===== src/rtl/bsa_pkg.sv =====
// Shared types and constants for the bitmap slot allocator.
// No dependencies; the interfaces, divider, core, checker and testbench import this package.
`default_nettype none
package bsa_pkg;

  localparam int unsigned OFFSET_W = 26;
  localparam int unsigned INDEX_W  = 10;
  localparam int unsigned STATUS_W = 3;
  localparam int unsigned ELEM_W   = 16;
  localparam int unsigned NB_W     = 8;
  localparam int unsigned SLOT_W   = 11;
  localparam int unsigned CFG_W    = 16;
  localparam int unsigned CFG_IDX_W = 1;

  // Result status codes
  localparam logic [STATUS_W-1:0] ST_OK    = 3'd0;
  localparam logic [STATUS_W-1:0] ST_OOM   = 3'd1;
  localparam logic [STATUS_W-1:0] ST_RANGE = 3'd2;
  localparam logic [STATUS_W-1:0] ST_ALIGN = 3'd3;
  localparam logic [STATUS_W-1:0] ST_FREE  = 3'd4;

  // Request codes
  localparam logic FUNC_ALLOC   = 1'b0;
  localparam logic FUNC_RECLAIM = 1'b1;

  // Configuration register indexes
  localparam logic [CFG_IDX_W-1:0] REG_ELEMENT_BYTES = 1'b0;
  localparam logic [CFG_IDX_W-1:0] REG_BITMAP_BYTES  = 1'b1;

  // Bit masks used to encode an isolated bit position
  localparam logic [7:0] SLOT0_BIT = 8'h80;
  localparam logic [7:0] MASK_POS4 = 8'h0f;
  localparam logic [7:0] MASK_POS2 = 8'h33;
  localparam logic [7:0] MASK_POS1 = 8'h55;
  localparam logic [7:0] BYTE_FREE = 8'hff;

  // Divider: two quotient bits per cycle
  localparam int unsigned DIV_STEPS = OFFSET_W / 2;
  localparam int unsigned DIV_CNT_W = 4;

endpackage
`default_nettype wire


===== src/rtl/bsa_if.sv =====
// Handshake channels for allocator requests and results.
// Depends on bsa_pkg for field widths.
`default_nettype none
interface bsa_in_if
  import bsa_pkg::*;
  ();
  logic                valid;
  logic                ready;
  logic                func;
  logic [OFFSET_W-1:0] region_offset;
  modport source (output valid, func, region_offset, input ready);
  modport sink (input valid, func, region_offset, output ready);
endinterface

interface bsa_out_if
  import bsa_pkg::*;
  ();
  logic                valid;
  logic                ready;
  logic [STATUS_W-1:0] status;
  logic [INDEX_W-1:0]  slot_index;
  logic [OFFSET_W-1:0] slot_offset;
  modport source (output valid, status, slot_index, slot_offset, input ready);
  modport sink (input valid, status, slot_index, slot_offset, output ready);
endinterface
`default_nettype wire


===== src/rtl/bsa_map_ram.sv =====
// Free bitmap storage: one write port, one registered read port.
// Depends on nothing beyond its parameters.
`default_nettype none
module bsa_map_ram #(
  parameter int unsigned DEPTH = 128,
  parameter int unsigned AW    = 7
) (
  input  wire logic          clk,
  input  wire logic          wr_en,
  input  wire logic [AW-1:0] wr_addr,
  input  wire logic [7:0]    wr_data,
  input  wire logic          rd_en,
  input  wire logic [AW-1:0] rd_addr,
  output logic      [7:0]    rd_data
);

  logic [7:0] mem [DEPTH];

  // Write port
  always_ff @(posedge clk) begin
    if (wr_en) begin
      mem[wr_addr] <= wr_data;
    end
  end

  // Registered read port
  always_ff @(posedge clk) begin
    if (rd_en) begin
      rd_data <= mem[rd_addr];
    end
  end

endmodule
`default_nettype wire


===== src/rtl/bsa_divider.sv =====
// Restoring divider, two quotient bits per cycle, for reclaim offsets.
// Depends on bsa_pkg.
`default_nettype none
module bsa_divider
  import bsa_pkg::*;
(
  input  wire logic                clk,
  input  wire logic                rst,
  input  wire logic                start,
  input  wire logic [OFFSET_W-1:0] dividend,
  input  wire logic [ELEM_W-1:0]   divisor,
  output logic                     busy,
  output logic [OFFSET_W-1:0]      quotient,
  output logic [ELEM_W-1:0]        remainder
);

  logic [DIV_CNT_W-1:0] cnt;
  logic [ELEM_W-1:0]    dsr;
  logic [OFFSET_W-1:0]  quo_next;
  logic [ELEM_W-1:0]    rem_next;

  // Two shift-compare-subtract steps
  always_comb begin
    logic [ELEM_W:0] t;
    rem_next = remainder;
    quo_next = quotient;
    for (int k = 0; k < 2; k++) begin
      t = {rem_next, quo_next[OFFSET_W-1]};
      quo_next = {quo_next[OFFSET_W-2:0], 1'b0};
      if (t >= {1'b0, dsr}) begin
        rem_next = ELEM_W'(t - {1'b0, dsr});
        quo_next[0] = 1'b1;
      end else begin
        rem_next = t[ELEM_W-1:0];
      end
    end
  end

  assign busy = (cnt != '0);

  // Load on start, then advance until the count runs out
  always_ff @(posedge clk) begin
    if (rst) begin
      cnt <= '0;
    end else if (start) begin
      cnt <= DIV_CNT_W'(DIV_STEPS);
    end else if (busy) begin
      cnt <= cnt - 1'b1;
    end
  end

  always_ff @(posedge clk) begin
    if (start) begin
      quotient  <= dividend;
      remainder <= '0;
      dsr       <= divisor;
    end else if (busy) begin
      quotient  <= quo_next;
      remainder <= rem_next;
    end
  end

endmodule
`default_nettype wire


===== src/rtl/bitmap_slot_allocator_core.sv =====
// Allocate takes the next fresh slot, or scans bitmap bytes in order and reports no memory when
// all are full. Reclaim range checks the offset, then the divider (two quotient bits a cycle)
// checks alignment and finds the slot. One transaction is worked on at a time; a new one is
// taken while a result waits, and its own result is held until the output register is free.
// Synchronous active-high reset: state, configuration, fill count and output valid to defaults, every slot free.
// Bitmap entries are not cleared; a fill count of fresh slots marks written bytes.
`default_nettype none
module bitmap_slot_allocator_core
  import bsa_pkg::*;
#(
  parameter int unsigned MAP_BYTES = 128
) (
  input  wire logic                 clk,
  input  wire logic                 rst,
  input  wire logic                 cfg_we,
  input  wire logic [CFG_IDX_W-1:0] cfg_index,
  input  wire logic [CFG_W-1:0]     cfg_data,
  bsa_in_if.sink                    in_ch,
  bsa_out_if.source                 out_ch
);

  localparam int unsigned AW = (MAP_BYTES > 1) ? $clog2(MAP_BYTES) : 1;

  typedef enum logic [3:0] {
    IDLE, A_RD, A_WR, S_RD, S_CHK, MUL_OFF, ADD_OFF,
    R_LIM, R_CMP, R_DIV, R_RD, R_WR, DONE
  } state_t;

  state_t state;

  logic [ELEM_W-1:0]   element_bytes;
  logic [NB_W-1:0]     bitmap_bytes;
  logic [SLOT_W-1:0]   fresh;
  logic [OFFSET_W-1:0] roff_r;
  logic [NB_W-1:0]     nb_r;
  logic [ELEM_W-1:0]   eb_r;
  logic [SLOT_W-1:0]   slot_r;
  logic [NB_W-1:0]     scan_i;
  logic [26:0]         prod_r;
  logic [OFFSET_W-1:0] rel_r;
  logic                below_r;
  logic [STATUS_W-1:0] wk_status;
  logic [INDEX_W-1:0]  wk_index;
  logic [OFFSET_W-1:0] wk_offset;
  logic [STATUS_W-1:0] res_status;
  logic [INDEX_W-1:0]  res_index;
  logic [OFFSET_W-1:0] res_offset;
  logic                out_valid;

  logic [NB_W-1:0]     nb_now;
  logic [SLOT_W-1:0]   cap;
  logic                ram_we;
  logic [AW-1:0]       ram_waddr;
  logic [7:0]          ram_wdata;
  logic                ram_re;
  logic [AW-1:0]       ram_raddr;
  logic [7:0]          ram_rdata;
  logic [7:0]          cur_byte;
  logic [7:0]          low_bit;
  logic [2:0]          low_pos;
  logic [7:0]          slot_mask;
  logic                div_start;
  logic                div_busy;
  logic [OFFSET_W-1:0] div_quo;
  logic [ELEM_W-1:0]   div_rem;

  assign nb_now = (32'(bitmap_bytes) > MAP_BYTES) ? NB_W'(MAP_BYTES) : bitmap_bytes;
  assign cap    = {nb_r, 3'b000};

  bsa_map_ram #(.DEPTH(MAP_BYTES), .AW(AW)) u_ram (
    .clk    (clk),
    .wr_en  (ram_we),
    .wr_addr(ram_waddr),
    .wr_data(ram_wdata),
    .rd_en  (ram_re),
    .rd_addr(ram_raddr),
    .rd_data(ram_rdata)
  );

  bsa_divider u_div (
    .clk      (clk),
    .rst      (rst),
    .start    (div_start),
    .dividend (rel_r),
    .divisor  (eb_r),
    .busy     (div_busy),
    .quotient (div_quo),
    .remainder(div_rem)
  );

  // A byte is only valid once fresh allocation has reached into it
  assign cur_byte  = ({slot_r[SLOT_W-1:3], 3'b000} < fresh) ? ram_rdata : BYTE_FREE;
  assign slot_mask = SLOT0_BIT >> slot_r[2:0];
  assign low_bit   = ram_rdata & (~ram_rdata + 8'd1);
  assign low_pos   = {|(low_bit & MASK_POS4), |(low_bit & MASK_POS2),
                      |(low_bit & MASK_POS1)};
  assign div_start = (state == R_CMP) && !below_r && (27'(rel_r) < prod_r);

  // Memory port control
  always_comb begin
    ram_re    = 1'b0;
    ram_raddr = AW'(slot_r[SLOT_W-1:3]);
    ram_we    = 1'b0;
    ram_waddr = AW'(slot_r[SLOT_W-1:3]);
    ram_wdata = cur_byte & ~slot_mask;
    unique case (state)
      A_RD, R_RD: begin
        ram_re = 1'b1;
      end
      S_RD: begin
        ram_re    = (scan_i != nb_r);
        ram_raddr = AW'(scan_i);
      end
      A_WR: begin
        ram_we = 1'b1;
      end
      S_CHK: begin
        ram_we    = (ram_rdata != '0);
        ram_waddr = AW'(scan_i);
        ram_wdata = ram_rdata & ~low_bit;
      end
      R_WR: begin
        ram_we    = !(|(cur_byte & slot_mask));
        ram_wdata = cur_byte | slot_mask;
      end
      default: begin
      end
    endcase
  end

  assign in_ch.ready        = (state == IDLE);
  assign out_ch.valid       = out_valid;
  assign out_ch.status      = res_status;
  assign out_ch.slot_index  = res_index;
  assign out_ch.slot_offset = res_offset;

  // Control state, configuration and result registers
  always_ff @(posedge clk) begin
    if (rst) begin
      state         <= IDLE;
      element_bytes <= ELEM_W'(1);
      bitmap_bytes  <= NB_W'(128);
      fresh         <= '0;
      out_valid     <= 1'b0;
    end else begin
      if (cfg_we) begin
        unique case (cfg_index)
          REG_ELEMENT_BYTES: element_bytes <= cfg_data[ELEM_W-1:0];
          REG_BITMAP_BYTES: begin
            bitmap_bytes <= cfg_data[NB_W-1:0];
            fresh        <= '0;
          end
          default: begin
          end
        endcase
      end
      // Raise the result once the output register is free, drop it once taken
      if ((state == DONE) && (!out_valid || out_ch.ready)) begin
        out_valid <= 1'b1;
      end else if (out_valid && out_ch.ready) begin
        out_valid <= 1'b0;
      end
      unique case (state)
        IDLE: begin
          if (in_ch.valid) begin
            roff_r <= in_ch.region_offset;
            nb_r   <= nb_now;
            eb_r   <= (element_bytes == '0) ? ELEM_W'(1) : element_bytes;
            slot_r <= fresh;
            scan_i <= '0;
            if (in_ch.func == FUNC_RECLAIM) begin
              state <= R_LIM;
            end else if (fresh < {nb_now, 3'b000}) begin
              state <= A_RD;
            end else begin
              state <= S_RD;
            end
          end
        end
        A_RD: state <= A_WR;
        A_WR: begin
          fresh <= fresh + 1'b1;
          state <= MUL_OFF;
        end
        S_RD: begin
          if (scan_i == nb_r) begin
            wk_status <= ST_OOM;
            wk_index  <= '0;
            wk_offset <= '0;
            state     <= DONE;
          end else begin
            state <= S_CHK;
          end
        end
        S_CHK: begin
          if (ram_rdata != '0) begin
            slot_r <= {scan_i, low_pos};
            state  <= MUL_OFF;
          end else begin
            scan_i <= scan_i + 1'b1;
            state  <= S_RD;
          end
        end
        MUL_OFF: begin
          prod_r <= 27'(slot_r) * 27'(eb_r);
          state  <= ADD_OFF;
        end
        ADD_OFF: begin
          wk_status <= ST_OK;
          wk_index  <= slot_r[INDEX_W-1:0];
          wk_offset <= OFFSET_W'(prod_r + 27'(nb_r));
          state     <= DONE;
        end
        R_LIM: begin
          prod_r  <= 27'(cap) * 27'(eb_r);
          rel_r   <= roff_r - OFFSET_W'(nb_r);
          below_r <= (roff_r < OFFSET_W'(nb_r));
          state   <= R_CMP;
        end
        R_CMP: begin
          if (div_start) begin
            state <= R_DIV;
          end else begin
            wk_status <= ST_RANGE;
            wk_index  <= '0;
            wk_offset <= '0;
            state     <= DONE;
          end
        end
        R_DIV: begin
          if (!div_busy) begin
            if (div_rem != '0) begin
              wk_status <= ST_ALIGN;
              wk_index  <= '0;
              wk_offset <= '0;
              state     <= DONE;
            end else begin
              slot_r <= div_quo[SLOT_W-1:0];
              state  <= R_RD;
            end
          end
        end
        R_RD: state <= R_WR;
        R_WR: begin
          wk_offset <= '0;
          if (|(cur_byte & slot_mask)) begin
            wk_status <= ST_FREE;
            wk_index  <= '0;
          end else begin
            wk_status <= ST_OK;
            wk_index  <= slot_r[INDEX_W-1:0];
          end
          state <= DONE;
        end
        // Hand the result over once the previous one has been taken
        DONE: begin
          if (!out_valid || out_ch.ready) begin
            res_status <= wk_status;
            res_index  <= wk_index;
            res_offset <= wk_offset;
            state      <= IDLE;
          end
        end
        default: state <= IDLE;
      endcase
    end
  end

endmodule
`default_nettype wire


===== src/flat_wrapper.sv =====
// flat-port wrapper written by rule: the top's interface ports become plain ports
module bitmap_slot_allocator_core_flat import bsa_pkg::*;
#(
  parameter int unsigned MAP_BYTES = 128
)
  (clk, rst, cfg_we, cfg_index, cfg_data, in_ch_valid, in_ch_func, in_ch_region_offset, in_ch_ready, out_ch_valid, out_ch_status, out_ch_slot_index, out_ch_slot_offset, out_ch_ready);
  bsa_in_if in_ch_i ();
  bsa_out_if out_ch_i ();
  input  wire logic clk;
  input  wire logic rst;
  input  wire logic cfg_we;
  input  wire logic [CFG_IDX_W-1:0] cfg_index;
  input  wire logic [CFG_W-1:0] cfg_data;
  input wire logic [$bits(in_ch_i.valid)-1:0] in_ch_valid;
  input wire logic [$bits(in_ch_i.func)-1:0] in_ch_func;
  input wire logic [$bits(in_ch_i.region_offset)-1:0] in_ch_region_offset;
  output wire logic [$bits(in_ch_i.ready)-1:0] in_ch_ready;
  output wire logic [$bits(out_ch_i.valid)-1:0] out_ch_valid;
  output wire logic [$bits(out_ch_i.status)-1:0] out_ch_status;
  output wire logic [$bits(out_ch_i.slot_index)-1:0] out_ch_slot_index;
  output wire logic [$bits(out_ch_i.slot_offset)-1:0] out_ch_slot_offset;
  input wire logic [$bits(out_ch_i.ready)-1:0] out_ch_ready;
  assign in_ch_i.valid = in_ch_valid;
  assign in_ch_i.func = in_ch_func;
  assign in_ch_i.region_offset = in_ch_region_offset;
  assign in_ch_ready = in_ch_i.ready;
  assign out_ch_valid = out_ch_i.valid;
  assign out_ch_status = out_ch_i.status;
  assign out_ch_slot_index = out_ch_i.slot_index;
  assign out_ch_slot_offset = out_ch_i.slot_offset;
  assign out_ch_i.ready = out_ch_ready;
  bitmap_slot_allocator_core #(.MAP_BYTES(MAP_BYTES)) u_core (.clk(clk), .rst(rst), .cfg_we(cfg_we), .cfg_index(cfg_index), .cfg_data(cfg_data), .in_ch(in_ch_i), .out_ch(out_ch_i));
endmodule

===== config.mk =====
export PLATFORM = sky130hd
export DESIGN_NAME = bitmap_slot_allocator_core_flat
export DESIGN_NICKNAME = d
export VERILOG_FILES = /design/src/rtl/bsa_pkg.sv /design/src/rtl/bsa_if.sv /design/src/rtl/bsa_map_ram.sv /design/src/rtl/bsa_divider.sv /design/src/rtl/bitmap_slot_allocator_core.sv /design/src/flat_wrapper.sv
export SDC_FILE = /design/constraint.sdc
export NUM_CORES = 2
export LEC_CHECK = 0
export ABC_AREA = 1
export ABC_CLOCK_PERIOD_IN_PS = 10850
export BUFFER_PORTS_ARGS = -buffer_cell sky130_fd_sc_hd__clkbuf_2
export CAP_MARGIN = 20
export CORE_MARGIN = 1
export CORE_UTILIZATION = 36
export DETAILED_ROUTE_END_ITERATION = 6
export GPL_TIMING_DRIVEN = 0
export PLACE_DENSITY = 0.49
export SYNTH_ARGS = -nofsm -noshare
export SYNTH_HDL_FRONTEND = slang
export SYNTH_SLANG_ARGS = --single-unit

===== constraint.sdc =====
create_clock -name clk -period 10.85 [get_ports clk]
set_clock_uncertainty 0.05 [all_clocks]
set_input_delay 2.17 -clock clk [delete_from_list [all_inputs] [get_ports clk]]
set_output_delay 2.17 -clock clk [all_outputs]
set_load 0.005 [all_outputs]

## Word level (Yosys, flattened, before mapping)

Memories as Yosys holds them, arrays and structs flattened. A register that Yosys moved wholly into a read port is not among the register bits.
Cells that the tools add are included.

| word-level totals | value |
|---|---|
| output and inout bits | 41 |
| register bits after elaboration | 303 |
| memories kept | 1 |
| logic and storage cells | 173 |
| memory bits (writable) | 1,024 |
| input bits | 49 |

Memory list:

| memory | depth | width | rd ports | clocked after memory_dff | wr ports | line | source |
|---|---|---|---|---|---|---|---|
| u_core.u_ram.mem | 128 | 8 | 1 | 1 | 1 | bsa_map_ram.sv:17 | `logic [7:0] mem [DEPTH];` |

| operators by class | value |
|---|---|
| bitwise gates (word level) | 10 |
| multiplexer cells | 58 |
| eq/ne operators | 23 |
| multiply operators | 2 |
| order comparisons | 7 |
| reduce and logical (&&, ||, !) cells | 39 |
| add/sub/neg operators | 8 |
| shift-type cells | 1 |

Operators by type and width:

| operator | count |
|---|---|
| 26-bit two-way mux | 6 |
| 26-bit case mux with 5 select lines | 1 |
| 11-bit two-way mux | 7 |
| 27-bit case mux with 2 select lines | 1 |
| 10-bit two-way mux | 5 |
| 10-bit case mux with 5 select lines | 1 |
| 4-bit case mux with 12 select lines | 1 |
| 17-bit by 16-bit greater-or-equal comparator with 1-bit output | 2 |
| 11-bit case mux with 3 select lines | 1 |
| 8-bit bitwise AND | 4 |
| 16-bit two-way mux | 2 |
| 8-bit two-way mux | 4 |
| 8-bit case mux with 2 select lines | 2 |
| 16-bit subtractor | 2 |
| 4-bit two-way mux | 7 |
| 26-bit by 27-bit less-than comparator with 1-bit output | 1 |
| 11-bit by 16-bit multiplier with 27-bit output | 1 |
| 26-bit by 8-bit adder with 26-bit output | 1 |
| 26-bit by 8-bit less-than comparator with 1-bit output | 1 |
| 26-bit by 8-bit subtractor with 26-bit output | 1 |
| 8-bit by 16-bit multiplier with 24-bit output | 1 |
| 3-bit two-way mux | 8 |
| 8-bit NOT | 3 |
| 11-bit less-than comparator | 2 |
| other kinds (39) | 83 |

## Logic depth before layout (Yosys ltp)

| logic depth | value |
|---|---|
| depth in word-level cells | 8 |
| depth in mapped cells | 28 |
| depth with buffers taken out | 28 |

## Cells and area by module

Synthesis repeated with hierarchy kept, for this count alone.

| unflattened totals | value |
|---|---|
| cells, all modules | 7,069 |
| area, all modules | 69,775.7 µm² |

Modules (own cells, without submodules):

| module | cells each | sequential area each (µm²) | instances | area an instance (µm²) |
|---|---|---|---|---|
| bsa_map_ram | 3,575 | 30,989.7 | 1 | 42,184.2 |
| bitmap_slot_allocator_core | 2,810 | 6,836.6 | 1 | 22,709.3 |
| bsa_divider | 684 | 1,661.6 | 1 | 4,882.2 |

## Least setup slack after synthesis

No wires, ideal clock.

| timing | value |
|---|---|
| path type | register to register |
| start point | register u_core.state[2] |
| end point | memory u_core.u_ram.mem[0][6], data pin |
| stages on the path, launching flop included | 9 |
| period minus slack after synthesis | 7,787 ps |
| arrival time | 6,512 ps |
| buffers on the path | 2 |
| setup slack | 3,063 ps |
| setup time | 1,225 ps |
| data required time | 9,575 ps |
| path through | dfxtp_1 > inv_2 > nor2_2 > inv_2 > nor2_4 > inv_2 > buf_6 > clkbuf_1 > o31ai_1 |

| on the way | value |
|---|---|
| word-level cells in the longest chain between the ends | 2 |
| elaborated cells between the ends (all ways) | 3 |
| those cells by class | eq/ne (2); mux (1) |

RTL lines:

| element | line | source |
|---|---|---|
| start: declaration | bitmap_slot_allocator_core.sv:29 | `state_t state;` |
| start signal: assignment | bitmap_slot_allocator_core.sv:140 | `state <= IDLE;` |
| start signal: assignment | bitmap_slot_allocator_core.sv:172 | `state <= R_LIM;` |
| start signal: assignment | bitmap_slot_allocator_core.sv:174 | `state <= A_RD;` |
| 4-bit equality test or 4-bit by 3-bit equality test with 1-bit output (tied branches) | bitmap_slot_allocator_core.sv:106 | `unique case (state)` |
| 8-bit case mux with 2 select lines (*) | bitmap_slot_allocator_core.sv:106 |  |
| via u_core.ram_wdata[6] | bitmap_slot_allocator_core.sv:54 | `logic [7:0] ram_wdata;` |
| end: declaration | bsa_map_ram.sv:17 |  |

Mark *: on every way through the listed nets, which the timed path passes. The rest lies on a longest branch.

## Final worst setup path

| timing | value |
|---|---|
| start point | register u_core.eb_r[7] |
| end point | register u_core.prod_r[26], data pin |

| on the way | value |
|---|---|
| word-level cells in the longest chain between the ends | 2 |
| elaborated cells between the ends (all ways) | 3 |
| those cells by class | mul (2); mux (1) |

RTL lines:

| element | line | source |
|---|---|---|
| start: declaration | bitmap_slot_allocator_core.sv:36 | `logic [ELEM_W-1:0] eb_r;` |
| start signal: assignment | bitmap_slot_allocator_core.sv:168 | `eb_r <= (element_bytes == '0) ? ELEM_W'(1) : element_bytes;` |
| 8-bit by 16-bit multiplier with 24-bit output or 11-bit by 16-bit multiplier with 27-bit output (tied branches) | bitmap_slot_allocator_core.sv:215, bitmap_slot_allocator_core.sv:205 |  |
| 27-bit case mux with 2 select lines (*) | bitmap_slot_allocator_core.sv:163 | `unique case (state)` |
| end signal: assignment | bitmap_slot_allocator_core.sv:205 | `prod_r <= 27'(slot_r) * 27'(eb_r);` |
| end signal: assignment | bitmap_slot_allocator_core.sv:215 | `prod_r <= 27'(cap) * 27'(eb_r);` |
| end: declaration | bitmap_slot_allocator_core.sv:39 | `logic [26:0] prod_r;` |

Mark *: on every way between the ends. The rest lies on a longest branch, timed or not.
A chain may end at the register's enable or synchronous reset.

==> flow_summary.toml <==
[critical_path]
crit_slowest_cell = "clkbuf_1"
cp.required_ps = 11290
cp.arrival_ps = 8120
path_buf_inv = 7
worst_path_largest_cell_delay_ps = 890
start_kind = "flip-flop"
cp_cell_sequence = "clkbuf_1 -> clkbuf_1 -> nand2_1 -> fa_1 -> fa_1 -> fa_1 -> inv_1 -> fa_1 -> inv_1 -> fa_1 -> inv_1 -> ha_1 -> nand2_1 -> nand2_1 -> o21bai_1 -> a21oi_1 -> inv_1 -> nand4_1 -> nand3_1 -> nand2_1 -> inv_1 -> o21ai_0 -> nand2_1"
cp-end-kind = "flip-flop"
critPathTopFamily = "adder cells"
critical_path_class = "reg2reg"
crit_fanout = 10

[final_layout]
mostFrequentLayoutCells = "1,842 x nand2_1, 1,644 x inv_1, 1,275 x edfxtp_1"
nNetsFinal = 8557
mostFrequentLayoutCell = "nand2_1"
drive_gt1_frac = 0.0743
fillers = 19600
post-route-cell-area_mm2 = 0.0821
multiInputGateArea_mm2 = 0.0250
regArea_mm2 = 0.0395
syn_to_final_growth_pct = 13.7

[global_route]
grtUsageTotal = 0.254
antenna_found_initial = 4
grt_max_degree = 73
grt_pass1_vias = 52600
gr-total-overflow = 0
grt_pass1_wl_um = 372000

[hold_path]
hp-class = "reg2reg"

[timing]
worst_pin_slew_ps = 1250
hold_slack_ps = 360
fin_crit_sh = 0.708
layout_min_cycle_time_ps = 7680
finalHoldViolations = 0
max_slew_margin = 0.164
max_freq_mhz = 130
setup_viol = 0
rsz0062_at_grt = "false"
setup-tns-final_ps = 0
slew_viol_final = 0

[clocking]
clkTransAtPathRegs_ps = 60
ctsHtreeMaxLevel = 4
post_cts_resize_count = 0
clock_sinks = 1335
clk_latency_ps = 820
clock_path_buffers = 3
cts_tree = "done"
cts_root_buffer = "clkbuf_16"
ctsHoldBuffers = 0
post_cts_buffers = 0
cts_buffers = 154

[synth]
synthDistinctLibCells = 54
async_flop_share = 0
ys_ff_latch = 1335
synth_fp_nets = 8247
syn_area_mm2 = 0.0722
yosys_warnings = 0
postSynthAreaPerCell_um2 = 9.27
ys_seq_area_frac = 0.547
syn_inst = 7785
synth_top_flop_cell = "edfxtp_1"
synth-edff-count = 1275

[placed_design]
io_buffers = 88
post-dp-hpwl_um = 192000
place_area_mm2 = 0.0770
routabilityCongestion = 0.957

[detailed_routing]
antenna_left = 0
via_per_inst = 5.09
drt-total-wl_um = 260000
drtIter0Drc = 5656
drc = 0
wl_per_cell_um = 23.9
vias = 55300
dr.pass1.iters = 7

[floorplan]
num_rows = 163
initial_utilization = 0.364
die-area_mm2 = 0.202
coreArea_mm2 = 0.198
fp.dieH_um = 450
fp.dieW_um = 450
ios = 90

[outcome]
outcome = "finished clean"

[run]
maxCapViolations = 0
==> cell type report <==
class | instances | area share
multi-input combinational | 4437 | 0.304
timing repair buffer | 154 | 0.0186
antenna | 3 | 0.0000915
buffer | 356 | 0.0193
sequential | 1335 | 0.481
clock buffer | 201 | 0.0505
clock inverter | 83 | 0.0100
inverter | 1657 | 0.0758
tap | 2640 | 0.0403
==> path summary, 6_finish.rpt <==
check / from / endpoint / slack, ps / cells after the start
hold / removal: u_core.wk_offset[1] / u_core.out_ch.slot_offset[1] / 360 / 0
setup / recovery: u_core.eb_r[7] / u_core.prod_r[26] / 3170 / 23
setup reg to reg: u_core.eb_r[7] / u_core.prod_r[26] / 3170 / 23
hold reg to reg: u_core.wk_offset[1] / u_core.out_ch.slot_offset[1] / 360 / 0
==> kinds of logic after synthesis <==
| family | after synthesis | share of synthesized area |
|---|---|---|
| buf+inv | 2013 | 0.108 |
| xor+xnor | 66 | 0.00801 |
| simple gates | 3516 | 0.208 |
| compound gates | 442 | 0.0344 |
| fa+ha+maj | 413 | 0.0938 |
| flops | 1335 | 0.547 |
==> layer usage <==
metal  up-vias  part of all wire  GRT usage
met3       436             0.074     0.0393
met1     27100              0.43      0.347
met4         4             0.043     0.0984
met2      2215              0.45      0.404
li1      25600                 -          -
met5         -           0.00050    0.00426
==> Yosys cell counts (29+ instances only) <==
| library cell | count | area (um2) |
|---|---|---|
| edfxtp_1 | 1275 | 38300 |
| nand3_1 | 1167 | 5840 |
| o21ai_0 | 168 | 841 |
| a21oi_1 | 179 | 896 |
| nor2_1 | 353 | 1330 |
| nand4_1 | 29 | 181 |
| inv_1 | 1645 | 6170 |
| buf_2 | 173 | 866 |
| dfxtp_1 | 60 | 1200 |
| fa_1 | 213 | 4260 |
| nand2_1 | 1845 | 6930 |
| clkbuf_1 | 146 | 548 |
| xor2_1 | 46 | 403 |
| ha_1 | 200 | 2500 |
| buf_1 | 31 | 116 |
| nor3_1 | 55 | 275 |
==> metrics by stage <==
step / setup slack, ps / cells / utilization
floorplan: 3060 / 7785 / -
global placement: -8020 / 10500 / 0.383
detailed placement: 3290 / 10600 / 0.388
CTS: 3320 / 10900 / 0.414
global route: 2960 / 10900 / 0.414
finish: 3170 / 10900 / 0.414
==> flip-flops by register name (all words and copies together) (netlist names), 3 cells and up <==
signal and cells:
u_core.eb_r 16, u_core.roff_r 26, u_core.u_ram.mem 1024, u_core.out_ch.slot_offset 26
u_core.u_ram.rd_data 8, u_core.nb_r 8, u_core.wk_index 10, u_core.state 4
u_core.u_div.cnt 4, u_core.rel_r 26, u_core.u_div.quotient 26, u_core.wk_status 3
u_core.u_div.remainder 16, u_core.scan_i 8, u_core.out_ch.slot_index 10, u_core.bitmap_bytes 8
u_core.u_div.dsr 16, u_core.fresh 11, u_core.element_bytes 16, u_core.out_ch.status 3
u_core.wk_offset 26, u_core.slot_r 11, u_core.prod_r 27
Power is not shown: default switching activity piles up to over one toggle a cycle in this logic, so the estimate is an artifact.
